==> src/rtl/ssqe_pkg.sv <==
// ----------------------------------------------------------------------------
// ssqe_pkg
// Shared types and constants of the sorted sample quantile engine.
// ----------------------------------------------------------------------------
`default_nettype none
package ssqe_pkg;
  localparam int MAX_SAMPLES = 1024;
  localparam int SAMPLE_BITS = 16;
  localparam int ADDR_W      = $clog2(MAX_SAMPLES);
  localparam int CNT_W       = $clog2(MAX_SAMPLES + 1);
  localparam int PROB_W      = 17;
  localparam int QV_W        = 32;
  localparam int FRAC_W      = 17;

  localparam logic [1:0] CMD_LOAD  = 2'd0;
  localparam logic [1:0] CMD_QUANT = 2'd1;
  localparam logic [1:0] CMD_ECDF  = 2'd2;
  localparam logic [1:0] CMD_CLEAR = 2'd3;

  localparam logic [1:0] ST_OK    = 2'd0;
  localparam logic [1:0] ST_EMPTY = 2'd1;
  localparam logic [1:0] ST_PROB  = 2'd2;
  localparam logic [1:0] ST_FULL  = 2'd3;

  typedef struct packed {
    logic [1:0]             cmd;
    logic signed [SAMPLE_BITS-1:0] sample_value;
    logic [PROB_W-1:0]      probability;
  } in_item_t;

  typedef struct packed {
    logic [1:0]             status;
    logic signed [QV_W-1:0] quantile_value;
    logic [CNT_W-1:0]       at_or_below_count;
    logic [FRAC_W-1:0]      ecdf_fraction;
    logic [CNT_W-1:0]       stored_count;
  } out_item_t;

  // controller -> datapath commands
  typedef struct packed {
    logic latch;      // capture input item
    logic scan_clr;   // reset scan pointer
    logic scan_take;  // evaluate read data against the key
    logic shift_init; // start shifting from the top
    logic shift_rd;   // read entry at shift pointer - 1
    logic shift_wr;   // write read data at shift pointer, pointer--
    logic ins_wr;     // write the sample at the scan position
    logic cnt_inc;
    logic cnt_clr;
    logic q_rd_lo;    // read entry lo
    logic q_rd_hi;    // read entry lo+1
    logic q_cap_a;
    logic q_cap_b;
    logic q_mul;      // first product stage
    logic q_sum;
    logic div_init;
    logic div_step;
    logic res_load;   // build result
  } ssqe_cmd_t;

  // datapath -> controller status
  typedef struct packed {
    logic [1:0] cmd;
    logic       empty;
    logic       full;
    logic       prob_bad;
    logic       scan_stop;  // pointer at count or entry > key
    logic       shift_done; // shift pointer equals scan position
    logic       div_done;
  } ssqe_sts_t;
endpackage
`default_nettype wire

==> src/rtl/ssqe_ctrl.sv <==
// ----------------------------------------------------------------------------
// ssqe_ctrl
// Sequencer for load, quantile, ecdf and clear transactions.
// ----------------------------------------------------------------------------
`default_nettype none
module ssqe_ctrl (
  input  wire logic                clk,
  input  wire logic                rst_n,
  input  wire logic                in_valid,
  output logic                     in_ready,
  output logic                     out_valid,
  input  wire logic                out_ready,
  input  wire ssqe_pkg::ssqe_sts_t sts,
  output ssqe_pkg::ssqe_cmd_t      cmd
);
  localparam logic [3:0] S_IDLE  = 4'd0;
  localparam logic [3:0] S_DISP  = 4'd1;
  localparam logic [3:0] S_SRD   = 4'd2;  // read entry at pointer
  localparam logic [3:0] S_STAKE = 4'd3;  // compare
  localparam logic [3:0] S_SHINI = 4'd4;
  localparam logic [3:0] S_SHRD  = 4'd5;
  localparam logic [3:0] S_SHWR  = 4'd6;
  localparam logic [3:0] S_INS   = 4'd7;
  localparam logic [3:0] S_QLO   = 4'd8;
  localparam logic [3:0] S_QHI   = 4'd9;
  localparam logic [3:0] S_QCB   = 4'd10;
  localparam logic [3:0] S_QMUL  = 4'd11;
  localparam logic [3:0] S_QSUM  = 4'd12;
  localparam logic [3:0] S_DIV   = 4'd13;
  localparam logic [3:0] S_RES   = 4'd14;
  localparam logic [3:0] S_OUT   = 4'd15;

  logic [3:0] state_r, state_nxt;

  always_ff @(posedge clk) begin
    if (!rst_n) state_r <= S_IDLE;
    else state_r <= state_nxt;
  end

  assign in_ready  = (state_r == S_IDLE);
  assign out_valid = (state_r == S_OUT);

  always_comb begin
    cmd       = '0;
    state_nxt = state_r;
    unique case (state_r)
      S_IDLE: if (in_valid) begin
        cmd.latch    = 1'b1;
        cmd.scan_clr = 1'b1;
        state_nxt    = S_DISP;
      end
      S_DISP: begin
        unique case (sts.cmd)
          ssqe_pkg::CMD_LOAD:  state_nxt = sts.full ? S_RES : S_SRD;
          ssqe_pkg::CMD_QUANT: state_nxt = (sts.empty || sts.prob_bad) ? S_RES : S_QLO;
          ssqe_pkg::CMD_ECDF:  state_nxt = sts.empty ? S_RES : S_SRD;
          default: begin
            cmd.cnt_clr = 1'b1;
            state_nxt   = S_RES;
          end
        endcase
      end
      S_SRD: begin
        if (sts.scan_stop)
          state_nxt = (sts.cmd == ssqe_pkg::CMD_LOAD) ? S_SHINI : S_DIV;
        else state_nxt = S_STAKE;
        if (sts.scan_stop && sts.cmd != ssqe_pkg::CMD_LOAD) cmd.div_init = 1'b1;
      end
      S_STAKE: begin
        cmd.scan_take = 1'b1;
        state_nxt     = S_SRD;
      end
      S_SHINI: begin
        cmd.shift_init = 1'b1;
        state_nxt      = S_SHRD;
      end
      S_SHRD: begin
        if (sts.shift_done) state_nxt = S_INS;
        else begin
          cmd.shift_rd = 1'b1;
          state_nxt    = S_SHWR;
        end
      end
      S_SHWR: begin
        cmd.shift_wr = 1'b1;
        state_nxt    = S_SHRD;
      end
      S_INS: begin
        cmd.ins_wr = 1'b1;
        state_nxt  = S_RES;
      end
      S_QLO: begin
        cmd.q_rd_lo = 1'b1;
        state_nxt   = S_QHI;
      end
      S_QHI: begin
        cmd.q_rd_hi = 1'b1;
        cmd.q_cap_a = 1'b1;
        state_nxt   = S_QCB;
      end
      S_QCB: begin
        cmd.q_cap_b = 1'b1;
        state_nxt   = S_QMUL;
      end
      S_QMUL: begin
        cmd.q_mul = 1'b1;
        state_nxt = S_QSUM;
      end
      S_QSUM: begin
        cmd.q_sum = 1'b1;
        state_nxt = S_RES;
      end
      S_DIV: begin
        if (sts.div_done) state_nxt = S_RES;
        else cmd.div_step = 1'b1;
      end
      S_RES: begin
        cmd.res_load = 1'b1;
        if (sts.cmd == ssqe_pkg::CMD_LOAD && !sts.full) cmd.cnt_inc = 1'b1;
        state_nxt = S_OUT;
      end
      S_OUT: if (out_ready) state_nxt = S_IDLE;
      default: state_nxt = S_IDLE;
    endcase
  end
endmodule
`default_nettype wire

==> config.mk <==
export PLATFORM = sky130hd
export DESIGN_NAME = ssqe_ctrl
export DESIGN_NICKNAME = d
export VERILOG_FILES = /design/src/rtl/ssqe_pkg.sv /design/src/rtl/ssqe_ctrl.sv
export SDC_FILE = /design/constraint.sdc
export NUM_CORES = 1
export LEC_CHECK = 0
export ABC_AREA = 1
export BUFFER_PORTS_ARGS = -buffer_cell sky130_fd_sc_hd__buf_2
export CAP_MARGIN = 40
export CORE_AREA = 3 3 42 44
export CTS_CLUSTER_SIZE = 25
export DETAILED_ROUTE_END_ITERATION = 6
export DIE_AREA = 0 0 45 47
export PLACE_DENSITY = 0.83
export SETUP_SLACK_MARGIN = 0.15
export SLEW_MARGIN = 5
export SYNTH_ARGS = -nofsm -noshare
export SYNTH_HDL_FRONTEND = slang
export SYNTH_SLANG_ARGS = --single-unit
==> constraint.sdc <==
create_clock -name clk -period 1.1 [get_ports clk]
set_input_delay 0.055 -clock clk [delete_from_list [all_inputs] [get_ports clk]]
set_output_delay 0.055 -clock clk [all_outputs]
set_load 0.02 [all_outputs]
==> results of run 1 <==
## path summary, 6_finish.rpt
check                            end  cells after the start               startpoint  slack (ns)
max          state_r[1]$_SDFFE_PN0P_                      8  state_r[2]$_SDFFE_PN0P_       -0.28
min          state_r[0]$_SDFFE_PN0P_                      3                    rst_n        0.09
max reg2reg  state_r[1]$_SDFFE_PN0P_                      8  state_r[2]$_SDFFE_PN0P_       -0.28
min reg2reg  state_r[1]$_SDFFE_PN0P_                      5  state_r[1]$_SDFFE_PN0P_        0.84
## power groups by stage
stage,sequential [mW],combinational (mW),clock (mW)
2_1_floorplan,0.213,0.550,0
3_3_place_gp,0.225,0.727,0
3_5_place_dp,0.229,0.751,0
4_1_cts,0.255,0.995,0.191
5_1_grt,0.286,1.34,0.202
6_report,0.281,1.26,0.205
## metrics by stage
stage	hold WS (ns)	TNS, ns
6_report	0.0864	-4.85
5_1_grt	0.122	-5.94
4_1_cts	0.0809	-3.20
3_5_place_dp	0.329	-1.20
3_3_place_gp	0.323	-1.12
2_1_floorplan	0.158	-0.351
## final cells by class
type                    instances  area (sq um)
inverters                      26           113
repair buffers                 52           472
multi-input cells              81           523
fillers                        86           226
well taps                      16          20.0
clock buffers                   3          22.5
flip-flops and latches          4          95.1
## cell usage in the layout, fill, tap and decap left out
cell and instances:
a21oi_2 1, nor3_2 3, buf_2 11, nand3_1 9
nor2_2 2, nand2_4 4, o22ai_1 1, nand2_1 17
o21ai_1 1, buf_4 12, dfxtp_4 4, inv_6 2
inv_2 9, clkbuf_4 3, nor2_1 12, clkinv_1 1
nor3_4 1, o21ai_0 1, nand2_2 11, inv_4 2
a21oi_1 5, buf_6 29, nor2_4 13, inv_1 12
## per-layer routing
layer / routed length (microns) / part of all wire / track usage / vias to the layer above
met4: 188 / 0.060 / 0.146 / 0
li1: - / - / - / 444
met2: 1670 / 0.53 / 0.469 / 84
met1: 1050 / 0.33 / 0.255 / 456
met3: 232 / 0.074 / 0.0307 / 26
met5: 0 / 0 / 0 / -
## worst max-delay path, stage by stage (launching register included)
cell and delay, ns:
dfxtp_4 0.38, nor2_4 0.15, inv_2 0.07, buf_4 0.15, nor2_4 0.12, nor2_1 0.08, nand3_1 0.11, nand2_1 0.10
a21oi_1 0.13
## timing repair
| action | 4_1_cts | 5_1_grt |
|---|---|---|
| pin swaps | 7 | 15 |
| gates resized for setup | 54 | 50 |
| endpoints found under the setup margin | 24 | 24 |
| setup buffers | 3 | 2 |
| hold buffers | 0 | 0 |
## logic make-up (layout without fill, tap and decap cells)
kind of cell	count (synthesis)	count (layout)	synth area share
AOI/OAI and AO/OA	9	9	0.0845
buffers and inverters	29	81	0.219
and+or+nand+nor	72	72	0.550
DFF	4	4	0.146
==> impl_results.md, run 1 <==
- Peak supply drop: between 1 and 1.5 mV
- Vias in the first global route: around 920
- DR vias: slightly above 1000
- DRT Wirelength: around 3100 microns
- Clock power share: 0.117
- Largest regs: state_r (4)
- RSZ-0062 raised after global routing: yes
- DR WL/cell: roughly 17 microns
- Drt via density: roughly 5.5
- FFs w/ async S/R, synth: 0
- CORE AREA: 1470 sq um
- Hold WC Path Type: in2reg
- Number of cells after detailed placement: 174
- FP Rows: 14
- Arr. time, crit path: between 1.5 and 2 ns
- Endpoint type of the worst setup path: flip-flop
- CTS H-tree depth: 1
- Synth-to-layout area growth: 127%
- Status: finished with violations
- Design Area, Final: 1240 sq um
- Mean area per synthesized cell: ~4.8 sq um
- Failing checks: setup timing
- Final core utilization: 0.846
- DP Area: ~870 sq um
- Internal power: approximately 840 uW
- Post-synth top area cell: nand2_1
- Largest net degree at the start of global routing: 7
- CTS root buffer: clkbuf_4
- Mapped Cells: roughly 110
- Required time of the critical path: ~1.3 ns
- Pre-antenna DRT Iters: 5
- Peak Freq: roughly 0.73 GHz
- Sequential share of power: 0.161
- Pre-CTS WS: -0.195 ns
- Initial antenna violation count: 0
- CTS max path bufs: 2
- Final Max Tran Viols: 0
- Post-Synthesis Net Count: between 100 and 150
- Initial Util: 0.372
- Final period utilization: 1.25
- Final hold violations: 0
- Startpoint Class: flip-flop
- Pwr Density: 1400 nW/um^2
- Max_slew headroom: 0.807
- Maxcap violations: 0
- Global route overflow: 0
- Final Skew: ~0.013 ns
- Tot Pwr: roughly 1.7 mW
- Net Sw Power: roughly 900 uW
- Synth Warn #: 0
- DR DRC count: 0
- Share of the synthesized area in the top cell type: 0.212
- Leakage power: approximately 0.66 nW
- Post-DP HPWL: 1450 microns
- Largest register FFs: 4
- Synth Flop Type: dfxtp_1
- # clock sinks: 4
- Die H: about 47 microns
- Worst-Skew Late Latency: ~0.26 ns
- Top-count cell post-synth: nand2_1
- Die Width: around 45 microns
- Most flop-heavy register: state_r
- Slew @ Worst Pin: 0.288 ns
- CTS tree: built
- Crit path time final: roughly 1.4 ns
- Setup slack after layout: -0.277 ns
- Combinational share of power: 0.722
- Seq/Total Area, Yosys: 0.146
- First-pass GRT wire length: about 3700 microns
- Iteration-0 DRC Markers: 52
- Switch share: 0.518
- Clock transition at the registers of the reported paths: approximately 0.05 ns
- Count of cell types in the netlist: 14
- N_diodes: 0
- Final ANT Viol Nets: 0
- Netlist Area Pre-Place: about 550 sq um
- Crit-path max FO: 6
- GRT Overall Usage: 0.246
- Number of synthesized register bits: 4
- Number of synthesized flops with an enable pin: 0
- Nets: 180
- Port Buf Inserts: 31
- Final setup violation count: 23
- Crit Path Category: reg2reg
- Layout cell share with drive strength beyond 1: 0.645
- I/O pin count: 32
- Synth area leaders: nand2_1, inv_1, nor2_1
- Die area: approximately 2100 sq um
- CTS Buf Count: 3
- Non-filler cells, final: ~180
- Synth top cells by count: nand2_1, inv_1, nor2_1
- GPL Wtd Cong: about 0.84
(Power assumes the default switching activity.)
==> inputs of run 2 (changes only) <==
Settings changed: CORE_AREA 3 3 42 44 to 4 4 43 45, DIE_AREA 0 0 45 47 to 0 0 47 49.
==> run 2 against run 1 <==
Compared with the run above: the flow still finishes with violations (setup timing); total power is 8.6% lower; combinational power is 9.5% lower; non-clock buffer count is 3 higher.
==> impl_results.md, run 2 (same netlist as run 1, synthesis figures left out) <==
- Status: finished with violations
- Failing checks: setup timing
- Slew @ Worst Pin: 0.366 ns (+0.0780 ns)
- GRT Overall Usage: 0.216 (-0.0295)
- Final period utilization: 1.23 (-0.0229)
- Hold Buf Count CTS: 0 (unchanged)
- Max_slew headroom: 0.755 (-0.0522)
- Global route overflow: 0 (unchanged)
- Crit-path max FO: 5 (-1)
- Startpoint Class: flip-flop
- Most frequent cells in the layout: nand2_1, buf_4, buf_6, inv_1
- Clock power share: 0.114 (-0.003)
- Reg2Reg Depth: 8 (unchanged)
- Internal power: 807 uW (-4.2%)
- DR DRC count: 0 (unchanged)
- Crit Reg-Reg Endpoint: state_r[3]$_SDFFE_PN0P_
- Register area: 95.1 sq um (unchanged)
- DR vias: 970 (-4.0%)
- CTS Buf Count: 3 (unchanged)
- Critical Path Max Stage Delay: 0.38 ns (about the same)
- Final core utilization: 0.826 (-0.0204)
- Arr. time, crit path: 1.30 ns (-0.26 ns)
- Most flop-heavy register: state_r
- Final Max Tran Viols: 0 (unchanged)
- Peak supply drop: 0.985 mV (-22%)
- Critical path's slowest cell: dfxtp_4
- Worst Hold Path EP: state_r[0]$_SDFFE_PN0P_
- DR WL/cell: 14.1 microns (-18%)
- Iteration-0 DRC Markers: 22 (-58%)
- Worst r2r src: state_r[3]$_SDFFE_PN0P_
- Vias in the first global route: 910 (-1.3%)
- Initial antenna violation count: 0 (unchanged)
- CTS tree: built
- RSZ-0062 raised after global routing: yes
- Post-DP HPWL: 1460 microns (+0.53%)
- CORE AREA: 1470 sq um (unchanged)
- N_diodes: 0 (unchanged)
- Hold WC Path Type: in2reg
- Port Buf Inserts: 31 (unchanged)
- DRT Wirelength: 2610 microns (-17%)
- Die Width: 47 microns (+4.4%)
- Die area: 2300 sq um (+8.9%)
- Combinational share of power: 0.714 (-0.008)
- Nets: 183 (+1.7%)
- Crit Path Category: reg2out
- Clock transition at the registers of the reported paths: 0.04 ns (about the same)
- Endpoint type of the worst setup path: output port
- CTS root buffer: clkbuf_4
- Hold path startpoint: rst_n
- Worst-path cell chain: nor2_4, buf_4, nand2_2, nor3_4, buf_6
- Final Skew: 0.000649 ns (-0.0128 ns)
- CTS max path bufs: 2 (unchanged)
- # clock sinks: 4 (unchanged)
- Multi-input logic area: 505 sq um (-3.3%)
- Die H: 49 microns (+4.3%)
- Reg2reg setup slack: -0.22 ns (+0.06 ns)
- Final ANT Viol Nets: 0 (unchanged)
- Fillers: 85 (-1.2%)
- CTS H-tree depth: 1 (unchanged)
- Worst-Skew Late Latency: 0.24 ns (-0.02 ns)
- Pre-CTS WS: -0.241 ns (-0.0465 ns)
- Maxcap violations: 0 (unchanged)
- GPL Wtd Cong: 0.843 (+0.62%)
- Pwr Density: 1310 nW/um^2 (-6.4%)
- Final setup violation count: 23 (unchanged)
- Drt via density: 5.24 (-5.5%)
- Largest register FFs: 4 (unchanged)
- Synth-to-layout area growth: 122%
- Initial Util: 0.372 (unchanged)
- Required time of the critical path: 1.04 ns (-0.24 ns)
- Layout cell share with drive strength beyond 1: 0.627 (-0.0174)
- Sequential share of power: 0.172 (+0.011)
- FP Rows: 14 (unchanged)
- Final hold violations: 0 (unchanged)
- Largest net degree at the start of global routing: 7 (unchanged)
- Largest regs: state_r (4)
- First-pass GRT wire length: 3750 microns (+0.38%)
- I/O pin count: 32 (unchanged)
- Hold depth: 3 (unchanged)
- Crit path time final: 1.35 ns (-0.0251 ns)
- Switch share: 0.494 (-0.0235)
- Leakage power: 0.663 nW (+0.35%)
- Setup slack after layout: -0.252 ns (+0.0251 ns)
- Net Sw Power: 788 uW (-13%)
- Pre-antenna DRT Iters: 4 (-1)
- Peak Freq: 0.739 GHz (+1.9%)
-- run 2: cell types whose count changed in the layout (fill, tap and decap cells not counted), moves of 3 or more --
cell     change
nor2_2       +4
nand2_2      -4
nand2_1      +6
nor2_4       -3
buf_6        -8
buf_4       +11
-- run 2: layer usage --
| metal | track usage | up-vias | part of all wire |
|---|---|---|---|
| met5 | 0 | - | 0 |
| met2 | 0.351 | 59 | 0.53 |
| met3 | 0.0443 | 20 | 0.080 |
| li1 | - | 453 | - |
| met1 | 0.251 | 438 | 0.33 |
| met4 | 0.120 | 0 | 0.060 |
-- run 2: critical path, delay by kind of cell, from the launching register on --
kind	cells	cell delay [ns]
AND/OR/NAND/NOR	3	0.41
flip-flops	1	0.38
buffers and inverters	2	0.28
-- run 2: area by class of cell --
type                       instances  area share
sequential                         4      0.0783
inverter                          26      0.0886
tap                               16      0.0165
multi-input combinational         81       0.416
timing repair buffer              55       0.382
clock buffer                       3      0.0185
-- run 2: worst max path at each step --
stage	cells after the start	start	to	slack [ns]
after CTS	6	state_r[2]$_SDFFE_PN0P_	cmd[13]	-0.18
after global placement	8	state_r[2]$_SDFFE_PN0P_	state_r[3]$_SDFFE_PN0P_	-0.23
final	5	state_r[3]$_SDFFE_PN0P_	cmd[9]	-0.25
after floorplan	7	state_r[2]$_SDFFE_PN0P_	cmd[17]	-0.13
after detailed placement	8	state_r[2]$_SDFFE_PN0P_	state_r[3]$_SDFFE_PN0P_	-0.24
after global routing	8	state_r[0]$_SDFFE_PN0P_	state_r[2]$_SDFFE_PN0P_	-0.29
-- run 2: through the flow --
step / setup TNS, ns / area (sq um) / hold WS [ns] / cells / power (mW)
3_5_place_dp: -1.53 / 862 / 0.335 / 173 / 0.979
3_3_place_gp: -1.37 / 862 / 0.322 / 173 / 0.958
2_1_floorplan: -0.351 / 608 / 0.158 / 114 / 0.763
5_1_grt: -5.49 / 1210 / 0.0850 / 185 / 1.69
4_1_cts: -3.23 / 1110 / 0.0784 / 182 / 1.43
6_report: -4.29 / 1210 / 0.0811 / 185 / 1.60
-- run 2: power groups by stage --
stage,clock (mW),combinational [mW],sequential [mW]
6_report,0.182,1.14,0.275
5_1_grt,0.192,1.22,0.278
4_1_cts,0.186,0.981,0.267
3_5_place_dp,0,0.748,0.231
3_3_place_gp,0,0.733,0.225
2_1_floorplan,0,0.550,0.213
-- run 2: what timing repair did --
item	in CTS	in global routing
pin swaps	14	6
gates resized for setup	62	24
setup endpoints to repair	24	24
setup buffers	6	3
